## config.mk

```make
export PLATFORM = sky130hd
export DESIGN_NAME = event_quadrature_encoder_decoder
export DESIGN_NICKNAME = d
export VERILOG_FILES = /design/src/hdl/qenc_pkg.sv /design/src/hdl/event_quadrature_encoder_decoder.sv /design/src/hdl/qenc_ctrl.sv /design/src/hdl/qenc_dp.sv
export SDC_FILE = /design/constraint.sdc
export NUM_CORES = 1
export LEC_CHECK = 0
export BUFFER_PORTS_ARGS = -buffer_cell sky130_fd_sc_hd__buf_2
export CORE_MARGIN = 4
export CORE_UTILIZATION = 30
export CTS_CLUSTER_SIZE = 25
export DETAILED_ROUTE_END_ITERATION = 10
export PLACE_DENSITY = 0.56
export SETUP_SLACK_MARGIN = 0.05
export SYNTH_ARGS = -nofsm -noshare
export SYNTH_HDL_FRONTEND = slang
export SYNTH_SLANG_ARGS = --single-unit
```

## constraint.sdc

```tcl
create_clock -name i_clk -period 7.6 [get_ports i_clk]
set_clock_uncertainty 0.2 [all_clocks]
set_input_delay 1.52 -clock i_clk [delete_from_list [all_inputs] [get_ports i_clk]]
set_output_delay 1.52 -clock i_clk [all_outputs]
set_load 0.01 [all_outputs]
```

## src/hdl/qenc_pkg.sv

```systemverilog
// Shared types and constants for the quadrature encoder event decoder.
// Used by qenc_ctrl, qenc_dp and event_quadrature_encoder_decoder.
package qenc_pkg;

    localparam int NUM_ENC_DEF = 4;
    localparam int MAP_REGS    = 4;

    localparam int BYTE_W  = 8;
    localparam int ACT_W   = 3;
    localparam int MAP_W   = 48;
    localparam int CMD_W   = 3;
    localparam int IDX_W   = 3;
    localparam int ROLE_W  = 2;
    localparam int EDGE_W  = 3;
    localparam int S_DATA_W = 24;
    localparam int M_DATA_W = 24;

    // register indexes
    localparam logic [IDX_W-1:0] REG_ACTIVE = 3'd0;
    localparam logic [IDX_W-1:0] REG_MAP0   = 3'd1;

    localparam logic [BYTE_W-1:0] EV_RISING = 8'd4;

    // last edge codes
    localparam logic [EDGE_W-1:0] EDGE_A_UP = 3'd0;
    localparam logic [EDGE_W-1:0] EDGE_A_DN = 3'd1;
    localparam logic [EDGE_W-1:0] EDGE_B_UP = 3'd2;
    localparam logic [EDGE_W-1:0] EDGE_B_DN = 3'd3;
    localparam logic [EDGE_W-1:0] EDGE_NONE = 3'd4;

    // result commands
    localparam logic [CMD_W-1:0] CMD_LEFT   = 3'd0;
    localparam logic [CMD_W-1:0] CMD_RIGHT  = 3'd1;
    localparam logic [CMD_W-1:0] CMD_BUTTON = 3'd2;

    // device roles checked per entry
    localparam logic [ROLE_W-1:0] ROLE_A = 2'd0;
    localparam logic [ROLE_W-1:0] ROLE_B = 2'd1;
    localparam logic [ROLE_W-1:0] ROLE_C = 2'd2;

    typedef struct packed {
        logic start;
        logic step;
        logic flush;
    } t_cmd;

    typedef struct packed {
        logic             p_valid;
        logic             out_free;
        logic [ACT_W-1:0] limit;
    } t_stat;

endpackage

```

## src/hdl/event_quadrature_encoder_decoder.sv

```systemverilog
// Top level of the edge-event quadrature encoder decoder.
// Depends on qenc_pkg, qenc_ctrl and qenc_dp.
//
//  port group   dir  contents
//  i_cfg_*      in   register write: index, 48-bit data
//  s_axis_*     in   edge event: src_module, src_device, event_code
//  m_axis_*     out  result: dest_module, dest_address, command; tlast
//
// An event is accepted in S_IDLE and ends there if no entry is in use; else the
// walk takes one step per entry in use and device role (A, B, C), and S_FLUSH
// then releases the final result, if any. The walk through the entries is the limiting loop.
// A result waiting in the output register with m_axis_tready low stalls the
// walk only once a second result is ready to move out.
// Reset clears configuration and marks every entry with no edge seen.
module event_quadrature_encoder_decoder #(
    parameter int NUM_ENC = qenc_pkg::NUM_ENC_DEF
) (
    input  logic                          i_clk,
    input  logic                          i_rst_n,
    input  logic                          i_cfg_we,
    input  logic [qenc_pkg::IDX_W-1:0]    i_cfg_index,
    input  logic [qenc_pkg::MAP_W-1:0]    i_cfg_wdata,
    input  logic                          s_axis_tvalid,
    output logic                          s_axis_tready,
    // src_module, src_device, event_code
    input  logic [qenc_pkg::S_DATA_W-1:0] s_axis_tdata,
    output logic                          m_axis_tvalid,
    input  logic                          m_axis_tready,
    // dest_module, dest_address, command, zero pad
    output logic [qenc_pkg::M_DATA_W-1:0] m_axis_tdata,
    output logic                          m_axis_tlast
);

    localparam int ENTRIES = (NUM_ENC < qenc_pkg::MAP_REGS) ? NUM_ENC : qenc_pkg::MAP_REGS;
    localparam int IW      = (ENTRIES > 1) ? $clog2(ENTRIES) : 1;

    qenc_pkg::t_cmd                 cmd;
    qenc_pkg::t_stat                stat;
    logic [IW-1:0]                  idx;
    logic [qenc_pkg::ROLE_W-1:0]    role;

    qenc_ctrl #(
        .IW (IW)
    ) u_ctrl (
        .i_clk      (i_clk),
        .i_rst_n    (i_rst_n),
        .i_in_valid (s_axis_tvalid),
        .o_in_ready (s_axis_tready),
        .i_stat     (stat),
        .o_cmd      (cmd),
        .o_idx      (idx),
        .o_role     (role)
    );

    qenc_dp #(
        .ENTRIES (ENTRIES),
        .IW      (IW)
    ) u_dp (
        .i_clk       (i_clk),
        .i_rst_n     (i_rst_n),
        .i_cfg_we    (i_cfg_we),
        .i_cfg_index (i_cfg_index),
        .i_cfg_wdata (i_cfg_wdata),
        .i_in_data   (s_axis_tdata),
        .i_cmd       (cmd),
        .i_idx       (idx),
        .i_role      (role),
        .o_stat      (stat),
        .o_out_valid (m_axis_tvalid),
        .i_out_ready (m_axis_tready),
        .o_out_data  (m_axis_tdata),
        .o_out_last  (m_axis_tlast)
    );

endmodule

```

## src/hdl/qenc_ctrl.sv

```systemverilog
// Sequencer for the encoder decoder: walks entries and device roles.
// Depends on qenc_pkg; drives qenc_dp through t_cmd, reads t_stat.
module qenc_ctrl #(
    parameter int IW = 2
) (
    input  logic                  i_clk,
    input  logic                  i_rst_n,
    input  logic                  i_in_valid,
    output logic                  o_in_ready,
    input  qenc_pkg::t_stat       i_stat,
    output qenc_pkg::t_cmd        o_cmd,
    output logic [IW-1:0]         o_idx,
    output logic [qenc_pkg::ROLE_W-1:0] o_role
);

    localparam logic [1:0] S_IDLE  = 2'd0;
    localparam logic [1:0] S_WALK  = 2'd1;
    localparam logic [1:0] S_FLUSH = 2'd2;

    logic [1:0]                    r_state, n_state;
    logic [IW-1:0]                 r_idx, n_idx;
    logic [qenc_pkg::ROLE_W-1:0]   r_role, n_role;
    logic                          go;
    logic                          last_entry;

    assign go         = !i_stat.p_valid || i_stat.out_free;
    assign last_entry = (qenc_pkg::ACT_W'(r_idx) + 3'd1) == i_stat.limit;

    always_comb begin
        n_state    = r_state;
        n_idx      = r_idx;
        n_role     = r_role;
        o_cmd      = '0;
        o_in_ready = 1'b0;
        case (r_state)
            S_IDLE: begin
                o_in_ready = 1'b1;
                if (i_in_valid) begin
                    o_cmd.start = 1'b1;
                    n_idx       = '0;
                    n_role      = qenc_pkg::ROLE_A;
                    if (i_stat.limit != '0) begin
                        n_state = S_WALK;
                    end
                end
            end
            S_WALK: begin
                if (go) begin
                    o_cmd.step = 1'b1;
                    if (r_role == qenc_pkg::ROLE_C) begin
                        n_role = qenc_pkg::ROLE_A;
                        n_idx  = r_idx + 1'b1;
                        if (last_entry) begin
                            n_state = S_FLUSH;
                        end
                    end else begin
                        n_role = r_role + 1'b1;
                    end
                end
            end
            S_FLUSH: begin
                if (!i_stat.p_valid) begin
                    n_state = S_IDLE;
                end else if (i_stat.out_free) begin
                    o_cmd.flush = 1'b1;
                    n_state     = S_IDLE;
                end
            end
            default: begin
                n_state = S_IDLE;
            end
        endcase
    end

    always_ff @(posedge i_clk) begin
        if (!i_rst_n) begin
            r_state <= S_IDLE;
            r_idx   <= '0;
            r_role  <= qenc_pkg::ROLE_A;
        end else begin
            r_state <= n_state;
            r_idx   <= n_idx;
            r_role  <= n_role;
        end
    end

    assign o_idx  = r_idx;
    assign o_role = r_role;

endmodule

```

## src/hdl/qenc_dp.sv

```systemverilog
// Datapath: configuration registers, per-entry last edge, pending result
// and output register. Depends on qenc_pkg; commanded by qenc_ctrl.
module qenc_dp #(
    parameter int ENTRIES = 4,
    parameter int IW      = 2
) (
    input  logic                              i_clk,
    input  logic                              i_rst_n,
    input  logic                              i_cfg_we,
    input  logic [qenc_pkg::IDX_W-1:0]        i_cfg_index,
    input  logic [qenc_pkg::MAP_W-1:0]        i_cfg_wdata,
    input  logic [qenc_pkg::S_DATA_W-1:0]     i_in_data,
    input  qenc_pkg::t_cmd                    i_cmd,
    input  logic [IW-1:0]                     i_idx,
    input  logic [qenc_pkg::ROLE_W-1:0]       i_role,
    output qenc_pkg::t_stat                   o_stat,
    output logic                              o_out_valid,
    input  logic                              i_out_ready,
    output logic [qenc_pkg::M_DATA_W-1:0]     o_out_data,
    output logic                              o_out_last
);

    localparam int BW = qenc_pkg::BYTE_W;

    logic [qenc_pkg::ACT_W-1:0]  r_active;
    logic [qenc_pkg::MAP_W-1:0]  r_map  [ENTRIES];
    logic [qenc_pkg::EDGE_W-1:0] r_edge [ENTRIES];

    logic [BW-1:0] r_mod, r_dev, r_code;

    logic                       r_pvalid;
    logic [BW-1:0]              r_pmod, r_paddr;
    logic [qenc_pkg::CMD_W-1:0] r_pcmd;

    logic                       r_ovalid;
    logic [BW-1:0]              r_omod, r_oaddr;
    logic [qenc_pkg::CMD_W-1:0] r_ocmd;
    logic                       r_olast;

    logic [qenc_pkg::MAP_W-1:0]  map;
    logic [qenc_pkg::EDGE_W-1:0] edge_cur, n_edge;
    logic [BW-1:0]               role_dev;
    logic                        rising, hit, produce, edge_we, load_out;
    logic [qenc_pkg::CMD_W-1:0]  new_cmd;

    assign map      = r_map[i_idx];
    assign edge_cur = r_edge[i_idx];
    assign rising   = (r_code == qenc_pkg::EV_RISING);

    always_comb begin
        case (i_role)
            qenc_pkg::ROLE_A: role_dev = map[2*BW-1:BW];
            qenc_pkg::ROLE_B: role_dev = map[3*BW-1:2*BW];
            default:          role_dev = map[4*BW-1:3*BW];
        endcase
    end

    assign hit = (map[BW-1:0] == r_mod) && (role_dev == r_dev);

    always_comb begin
        produce = 1'b0;
        edge_we = 1'b0;
        n_edge  = edge_cur;
        new_cmd = qenc_pkg::CMD_LEFT;
        case (i_role)
            qenc_pkg::ROLE_A: begin
                edge_we = hit;
                n_edge  = rising ? qenc_pkg::EDGE_A_UP : qenc_pkg::EDGE_A_DN;
                produce = hit && (edge_cur ==
                          (rising ? qenc_pkg::EDGE_B_UP : qenc_pkg::EDGE_B_DN));
                new_cmd = qenc_pkg::CMD_LEFT;
            end
            qenc_pkg::ROLE_B: begin
                edge_we = hit;
                n_edge  = rising ? qenc_pkg::EDGE_B_UP : qenc_pkg::EDGE_B_DN;
                produce = hit && (edge_cur ==
                          (rising ? qenc_pkg::EDGE_A_UP : qenc_pkg::EDGE_A_DN));
                new_cmd = qenc_pkg::CMD_RIGHT;
            end
            qenc_pkg::ROLE_C: begin
                produce = hit;
                new_cmd = qenc_pkg::CMD_BUTTON + {1'b0, r_code[3:2]};
            end
            default: begin
                produce = 1'b0;
            end
        endcase
    end

    assign load_out = r_pvalid && ((i_cmd.step && produce) || i_cmd.flush);

    always_comb begin
        o_stat.p_valid  = r_pvalid;
        o_stat.out_free = !r_ovalid || i_out_ready;
        if (r_active > qenc_pkg::ACT_W'(ENTRIES)) begin
            o_stat.limit = qenc_pkg::ACT_W'(ENTRIES);
        end else begin
            o_stat.limit = r_active;
        end
    end

    // configuration and per-entry state
    always_ff @(posedge i_clk) begin
        if (!i_rst_n) begin
            r_active <= '0;
        end else if (i_cfg_we && i_cfg_index == qenc_pkg::REG_ACTIVE) begin
            r_active <= i_cfg_wdata[qenc_pkg::ACT_W-1:0];
        end
    end

    for (genvar k = 0; k < ENTRIES; k++) begin : g_entry
        always_ff @(posedge i_clk) begin
            if (!i_rst_n) begin
                r_map[k]  <= '0;
                r_edge[k] <= qenc_pkg::EDGE_NONE;
            end else begin
                if (i_cfg_we &&
                    i_cfg_index == qenc_pkg::REG_MAP0 + qenc_pkg::IDX_W'(k)) begin
                    r_map[k] <= i_cfg_wdata;
                end
                if (i_cmd.step && edge_we && i_idx == IW'(k)) begin
                    r_edge[k] <= n_edge;
                end
            end
        end
    end

    // input latch
    always_ff @(posedge i_clk) begin
        if (i_cmd.start) begin
            r_mod  <= i_in_data[BW-1:0];
            r_dev  <= i_in_data[2*BW-1:BW];
            r_code <= i_in_data[3*BW-1:2*BW];
        end
    end

    // pending result: held until it is known whether another one follows
    always_ff @(posedge i_clk) begin
        if (!i_rst_n) begin
            r_pvalid <= 1'b0;
        end else if (i_cmd.step && produce) begin
            r_pvalid <= 1'b1;
        end else if (i_cmd.flush) begin
            r_pvalid <= 1'b0;
        end
    end

    always_ff @(posedge i_clk) begin
        if (i_cmd.step && produce) begin
            r_pmod  <= map[5*BW-1:4*BW];
            r_paddr <= map[6*BW-1:5*BW];
            r_pcmd  <= new_cmd;
        end
    end

    // output register
    always_ff @(posedge i_clk) begin
        if (!i_rst_n) begin
            r_ovalid <= 1'b0;
        end else if (load_out) begin
            r_ovalid <= 1'b1;
        end else if (i_out_ready) begin
            r_ovalid <= 1'b0;
        end
    end

    always_ff @(posedge i_clk) begin
        if (load_out) begin
            r_omod  <= r_pmod;
            r_oaddr <= r_paddr;
            r_ocmd  <= r_pcmd;
            r_olast <= i_cmd.flush;
        end
    end

    assign o_out_valid = r_ovalid;
    assign o_out_data  = {5'd0, r_ocmd, r_oaddr, r_omod};
    assign o_out_last  = r_olast;

endmodule

```

Word-level counts from Yosys, hierarchy flattened:

Memories as Yosys holds them, arrays and structs flattened. A register that Yosys moved wholly into a read port is not among the register bits.
Index checks and enable logic that the tools add are counted.

* flip-flop bits (word level): 74
* RAM bits: 204
* input port bits: 80
* output and inout port bits: 27
* logic and storage cells: 158
* memories kept: 2

Memories
* u_dp.r_map: depth 4, width 48, read ports 1, clocked after Yosys merged registers in 1, wr ports 4, RTL line qenc_dp.sv:26 `logic [qenc_pkg::MAP_W-1:0] r_map [ENTRIES];`
* u_dp.r_edge: depth 4, width 3, read ports 1, clocked after Yosys merged registers in 1, wr ports 4, RTL line qenc_dp.sv:27 `logic [qenc_pkg::EDGE_W-1:0] r_edge [ENTRIES];`

* add/subtract/negate cells: 4
* $lt $le $gt $ge: 1
* eq/ne operators: 23
* mux-type cells: 72
* bitwise logic cells: 8
* reductions and logical operators: 32

Operator list (count)
* $mux W48: 4
* $mux W1: 40
* $mux W2: 16
* $eq A8 B8 Y1: 2
* $pmux W8 S2: 1
* $logic_and A1 B1 Y1: 15
* $mux W3: 5
* $pmux W3 S2: 2
* $eq A2 B2 Y1 const B: 4
* $eq A8 B3 Y1 const B: 1
* $ne A2 B1 Y1 const B: 4
* $or A1 B1 Y1: 8
* $pmux W2 S2: 2
* $eq A2 B1 Y1 const B: 3
* $eq A3 B2 Y1 const B: 2
* $eq A3 B3 Y1: 2
* $logic_not A2 Y1: 3
* $pmux W2 S3: 1
* $reduce_and A6 Y1: 1
* $reduce_bool A2 Y1: 3
* $add A2 B1 Y2 const B: 2
* $reduce_and A4 Y1: 1
* $add A2 B1 Y3 const B: 1
* $add A2 B2 Y3 const A: 1
* other kinds (13): 16

Depth between registers and ports, before layout:

Gate-level depths: netlist (run 1).

* word-level depth: 11
* mapped depth: 12
* depth with buffers taken out: 9

By module:

Synthesis (run 1) repeated with hierarchy kept, for this count alone.

* cells, all modules: 757
* area total of the unflattened synthesis: 12031.5 µm²

Modules (own cells, without submodules)
* qenc_dp: times used 1, cells an instance 710, area each 11609.9 µm², sequential area each 8117.8 µm²
* qenc_ctrl: times used 1, cells an instance 47, area each 421.7 µm², sequential area each 120.1 µm²

Least setup slack after synthesis (run 1):

No wires, ideal clock.

* path kind: input -> register
* from: input port i_cfg_we
* to: memory u_dp.r_map[0][0] (netlist bit) (enable)
* setup time: 0.526 ns
* arrival time: 5.157 ns
* required time: 6.874 ns
* setup slack: 1.717 ns
* stages: 2
* buffers on the path: 0
* cell sequence: nand2_1 > o31ai_1

RTL lines
* from (decl): RTL line event_quadrature_encoder_decoder.sv:20 `input logic i_cfg_we,`
* to (decl): RTL line qenc_dp.sv:26

==> metrics.txt, run 1 <==
CTS tree=built; synth warn=0; P_leak=around 4.8 nW; clock slew seen by the registers of the worst setup and hold paths=around 0.060 ns; EDFF count, synth=roughly 270; PortBufs=around 100; Total Routed Length=~28 mm; pre-CTS setup slack=between 2 and 3 ns; Layout area overhead=17.5%; clk sinks=280; CP Depth=9; CP cell instances=buf_4, mux4_2, xnor2_1, nand4_1, nor3_1, or4b_1, nor4_2, buf_4, a21o_1; Num CTS Buffers=31; final setup TNS=0 ns; chip height=between 200 and 250 um; most used cell, CP=buf_4; area post-placement=roughly 13,000 sq um; syn_area_per_cell=roughly 16 sq um; HP Class=reg2reg; vias per cell=4.53; setup bufs post-CTS=0; dominant synthesized flop cell=edfxtp_1; Die X=between 200 and 250 um; Slowest-stage cell, CP=dfxtp_4; sequential cell area fraction in the yosys report=0.692; synth unique cells=51; layout net count=960; fraction of layout cells with a size suffix above 1=0.223; Routed Antenna Nets=0; crit-path leading delay family=simple AND/OR/NAND/NOR gates; dpl hpwl=around 17 mm; pin count of the biggest net entering global routing=around 50; post-CTS resize count=0; largest area contributor in the netlist=edfxtp_1; R2R Setup Slk=approximately 2.7 ns; Bufs and invs on worst path=2; asr flop ratio synth=0; WL/cell=~20 um; Hold Path Depth=0; area of the core=roughly 39,000 sq um; Final Hold Viols=0; Final WS setup=~2.7 ns; # DRC=0; Cell Rows=72; Fmax=around 210 MHz; R2R cell count=9; share of the synthesized area in the top cell type=0.670; All-Layer GR Usage=0.126; Placer Congestion=0.753; Final Critical Period=between 4 and 5 ns; slew margin rel.=0.316; max-slew violation count=0; Clock Tree Buf Depth=3; Initial DRC Count=~360; Layout fillers=around 3,700; Final Util=0.360; Worst path max stage delay=about 0.9 ns; outcome=complete, no violations; register bit count reported by yosys=280; die area=43,100 sq um; vias=approximately 6,400; power density cells=about 240 nW/um^2; Required @ worst endpoint=7.57 ns; most common cell after layout, fill and taps aside=edfxtp_1; Clock H-tree levels=1; Max rail drop VDD=roughly 0.13 mV; Overflow after GRT=0; CP max FO=48; Mapped Area=approximately 12,000 sq um; IO Pins=between 100 and 150; RSZ-0062 raised after global routing=no; antenna violations before repair=7; Hold Buf Count CTS=0; worst slew pin tran=just over 1 ns; Final Cycle Share=0.640; worst setup path class=reg2reg; sequential cell area=8280 sq um; CP Capture Type=flop; Root Driver=clkbuf_16; Synth area leaders=edfxtp_1 (67%), and2_1 (10%), mux4_2 (6.4%); crit path DAT=between 4 and 5 ns; crit start category=flop; Syn Inst Count=~770; initial core utilization=0.307; commonest non-fill, non-tap cells in the layout=edfxtp_1 (267), and2_1 (194), buf_2 (101), mux2i_1 (40), mux4_2 (34); First-pass DRT Iterations=4; first-pass GRT wire length=approximately 42 mm; vias in the first global route=roughly 7,000; Multi-input gate area=~3500 sq um; Final Cell Area=around 14,000 sq um; clk_lat worst skew=about 0.56 ns; minimum hold slack=roughly 0.22 ns; setup violators final=0; Max Cap Viol=0
final cells by class:
type                    count  share of cell area
inverters                  13             0.00347
well taps                 518              0.0461
clock inverters            18              0.0129
clock buffers              38              0.0570
repair buffers            111              0.0413
diodes                      1            0.000178
flip-flops and latches    280               0.589
multi-input cells         434               0.250
kinds of logic (layout without fill, tap and decap cells):
kind of cell	after synthesis	in the layout	synth area share
buffers and inverters	57	180	0.0220
adder cells (fa/ha/maj)	9	9	0.00941
AND/OR/NAND/NOR	279	279	0.140
XOR/XNOR	13	13	0.00951
flip-flops	280	280	0.692
multiplexers	74	74	0.0974
other	1	6	0.000313
AO/OA/AOI/OAI	54	54	0.0292
final timing paths:
check | start | to
setup reg to reg | flop | u_dp.r_omod[2]
hold reg to reg | u_dp.r_pmod[6] | u_dp.r_omod[6]
setup / recovery | flop | u_dp.r_omod[2]
hold / removal | u_dp.r_pmod[6] | u_dp.r_omod[6]
power by group:
| part | leakage (nW) | internal [mW] | switching, mW | total [mW] |
|---|---|---|---|---|
| logic | 1.62 | 0.0578 | 0.0952 | 0.153 |
| clock network | 0.478 | 0.877 | 0.589 | 1.47 |
| registers | 2.66 | 1.77 | 0.0262 | 1.80 |
| total | 4.76 | 2.71 | 0.710 | 3.42 |
cell usage after synthesis (4+ instances only):
| cell | instances |
|---|---|
| mux2i_1 | 40 |
| o31ai_1 | 4 |
| o22ai_1 | 18 |
| nand2_1 | 19 |
| buf_4 | 7 |
| nor2_1 | 13 |
| nand4_1 | 4 |
| nand2b_1 | 4 |
| clkbuf_1 | 28 |
| nor3_1 | 10 |
| inv_1 | 13 |
| mux4_2 | 34 |
| nand3_1 | 5 |
| and2_1 | 194 |
| dfxtp_1 | 13 |
| buf_2 | 6 |
| edfxtp_1 | 267 |
| o21ai_1 | 4 |
| or2_1 | 4 |
| ha_1 | 9 |
| xnor2_1 | 12 |
| a21oi_1 | 12 |
| nor4_1 | 6 |
| nor2b_1 | 4 |
worst reg2reg max path, stage by stage (launching register included):
cell and delay (ns):
dfxtp_4 0.90, buf_4 0.48, mux4_2 0.37, xnor2_1 0.17, nand4_1 0.13, nor3_1 0.35
or4b_1 0.54, nor4_2 0.28, buf_4 0.34, a21o_1 0.72
state kept, by name (all words and copies together), names as in the netlist, 8 cells and up, named ones only:
name	flops
u_dp.r_paddr	8
u_dp.r_omod	8
u_dp.r_pmod	8
u_dp.r_code	8
u_dp.r_dev	8
u_dp.r_edge	12
u_dp.r_oaddr	8
u_dp.r_map	192
u_dp.r_mod	8
through the flow:
step	instances	power, mW
floorplan	771	1.91
global placement	1356	1.99
detailed placement	1356	1.99
CTS	1412	3.46
global route	1413	3.55
finish	1413	3.42
layer usage:
metal / global-route usage / wire, um / up-vias
met3: 0.0248 / 1390 / 48
met4: 0.0322 / 529 / 10
met1: 0.164 / 12000 / 3167
met5: 0 / 62 / -
met2: 0.219 / 13800 / 122
li1: - / - / 3058
Note: power is estimated with default switching activity, not from simulation.
==> inputs of run 2 (changes only) <==
- clock period: 7.6 -> 4.6 ns (I/O delays scaled with it)
==> metrics.txt, run 2 (synthesis results as in run 1) <==
outcome=complete, no violations; Slowest-stage cell, CP=or4_1; pin count of the biggest net entering global routing=49 (unchanged); placed instance count=1,362 (+0.44%); max-slew violation count=0 (unchanged); vias=6,456 (+0.80%); All-Layer GR Usage=0.126 (about the same); crit start category=flop; commonest non-fill, non-tap cells in the layout=edfxtp_1 (267), and2_1 (194), buf_2 (101), mux2i_1 (40), mux4_2 (34); crit path DAT=4.14 ns (-0.69 ns); overall power=5.45 mW (+59%); Final Util=0.360 (-0.000609); worst setup path class=reg2reg; antenna violations before repair=4 (-3); Routed Antenna Nets=0 (unchanged); Final WS setup=0.491 ns (-2.25 ns); Worst path max stage delay=0.81 ns (-0.09 ns); # DRC=0 (unchanged); Placer Congestion=0.742 (-1.5%); post-CTS resize count=0 (unchanged); Diodes inserted=0 (-1); crit-path leading delay family=simple AND/OR/NAND/NOR gates; fraction of layout cells with a size suffix above 1=0.231 (+0.00877); layout net count=965 (+0.52%); First-pass DRT Iterations=5 (+1); RSZ-0062 raised after global routing=no; biggest regs=u_dp.r_map x192, u_dp.r_edge x12; Layout fillers=3,694 (-0.73%); Layout area overhead=17.3%; final setup TNS=0 ns (unchanged); WL/cell=19.5 um (-0.76%); Required @ worst endpoint=4.63 ns (-2.94 ns); PortBufs=101 (unchanged); clk_lat worst skew=0.56 ns (about the same); CP cell instances=inv_1, ha_1, or3_1, o22ai_1, a211oi_2, xnor2_1, or4b_1, or4_1, o21ai_1; Clock H-tree levels=1 (unchanged); Fmax=243 MHz (+18%); Final Critical Period=4.11 ns (-0.753 ns); initial core utilization=0.307 (unchanged); die area=43,100 sq um (unchanged); vias in the first global route=6,821 (+0.18%); Die X=208 um (unchanged); HP Class=reg2reg; setup violators final=0 (unchanged); CTS tree=built; dpl hpwl=17.1 mm (+1.3%); Int Power=4.26 mW (+58%); final std cells w/o fill=1,417 (+0.28%); first-pass GRT wire length=42.4 mm (+0.39%); Clock Tree Buf Depth=3 (unchanged); IO Pins=107 (unchanged); Gate power share=0.047 (+0.002); Hold Buf Count CTS=0 (unchanged); max reg flops=192 (unchanged); Overflow after GRT=0 (unchanged); Max rail drop VDD=0.191 mV (+48%); Clock Power Share=0.408 (-0.021); Final Cycle Share=0.893 (+0.253); Initial DRC Count=446 (+24%); Root Driver=clkbuf_16; Total Routed Length=27.6 mm (-0.48%); clock slew seen by the registers of the worst setup and hold paths=0.06 ns (about the same); Cell Rows=72 (unchanged); sequential cell area=8280 sq um (unchanged); Multi-input gate area=3510 sq um (-0.18%); CP max FO=16 (-67%); worst slew pin tran=0.844 ns (-0.182 ns); Bufs and invs on worst path=1 (-1); CP Capture Type=flop; Num CTS Buffers=30 (-3.2%); Final Hold Viols=0 (unchanged); setup bufs post-CTS=0 (unchanged); area of the core=39,000 sq um (unchanged); slew margin rel.=0.436 (+0.121); switching share of power=0.217 (+0.00948); Max Cap Viol=0 (unchanged); Seq pwr share=0.545 (+0.019); most common cell after layout, fill and taps aside=edfxtp_1; clk sinks=280 (unchanged); power density cells=388 nW/um^2 (+60%); switching power=1.18 mW (+67%); Biggest register=u_dp.r_map; pre-CTS setup slack=0.489 ns (-2.08 ns); chip height=208 um (unchanged); P_leak=4.78 nW (+0.41%); vias per cell=4.56 (+0.51%)
==> run 2: changes by cell type in the layout (fill, tap and decap cells not counted), sizes merged <==
cell / change
bufinv: -3
clkbuf: -5
buf: +6
clkinv: +6
clkinvlp: +1
diode: -1
==> run 2: power by group through the flow <==
| stage | Combinational, mW | Sequential [mW] | Clock, mW |
|---|---|---|---|
| after floorplan | 0.144 | 3.01 | 0 |
| after global placement | 0.261 | 3.02 | 0 |
| after detailed placement | 0.263 | 3.02 | 0 |
| after CTS | 0.263 | 2.97 | 2.28 |
| after global routing | 0.284 | 2.98 | 2.40 |
| final | 0.256 | 2.97 | 2.22 |
==> run 2: metrics by stage <==
| step | instance area [sq um] | hold WS, ns |
|---|---|---|
| after floorplan | 12000 | 0.200 |
| after global placement | 13100 | 0.203 |
| after detailed placement | 13100 | 0.205 |
| after CTS | 14000 | 0.218 |
| after global routing | 14000 | 0.223 |
| final | 14000 | 0.219 |
==> run 2: worst paths after layout <==
kind | depth (start not counted) | slack [ns] | to | startpoint
setup reg to reg | 9 | 0.49 | u_dp.r_edge[1][1] | u_ctrl.o_role[1]
hold reg to reg | 0 | 0.22 | u_dp.r_oaddr[3] | u_dp.r_paddr[3]
setup / recovery | 9 | 0.49 | u_dp.r_edge[1][1] | u_ctrl.o_role[1]
hold / removal | 0 | 0.22 | u_dp.r_oaddr[3] | u_dp.r_paddr[3]
==> run 2: cell type report <==
class / count / share of cell area
multi-input combinational: 434 / 0.250
clock buffer: 33 / 0.0543
inverter: 13 / 0.00348
tap: 518 / 0.0462
sequential: 280 / 0.590
timing repair buffer: 117 / 0.0464
clock inverter: 22 / 0.00972
==> run 2: routing by layer <==
layer / global-route usage / wire (um) / up-vias
li1: - / - / 3055
met1: 0.161 / 11700 / 3211
met2: 0.222 / 14000 / 143
met3: 0.0257 / 1280 / 41
met4: 0.0304 / 573 / 6
met5: 0 / 37 / -
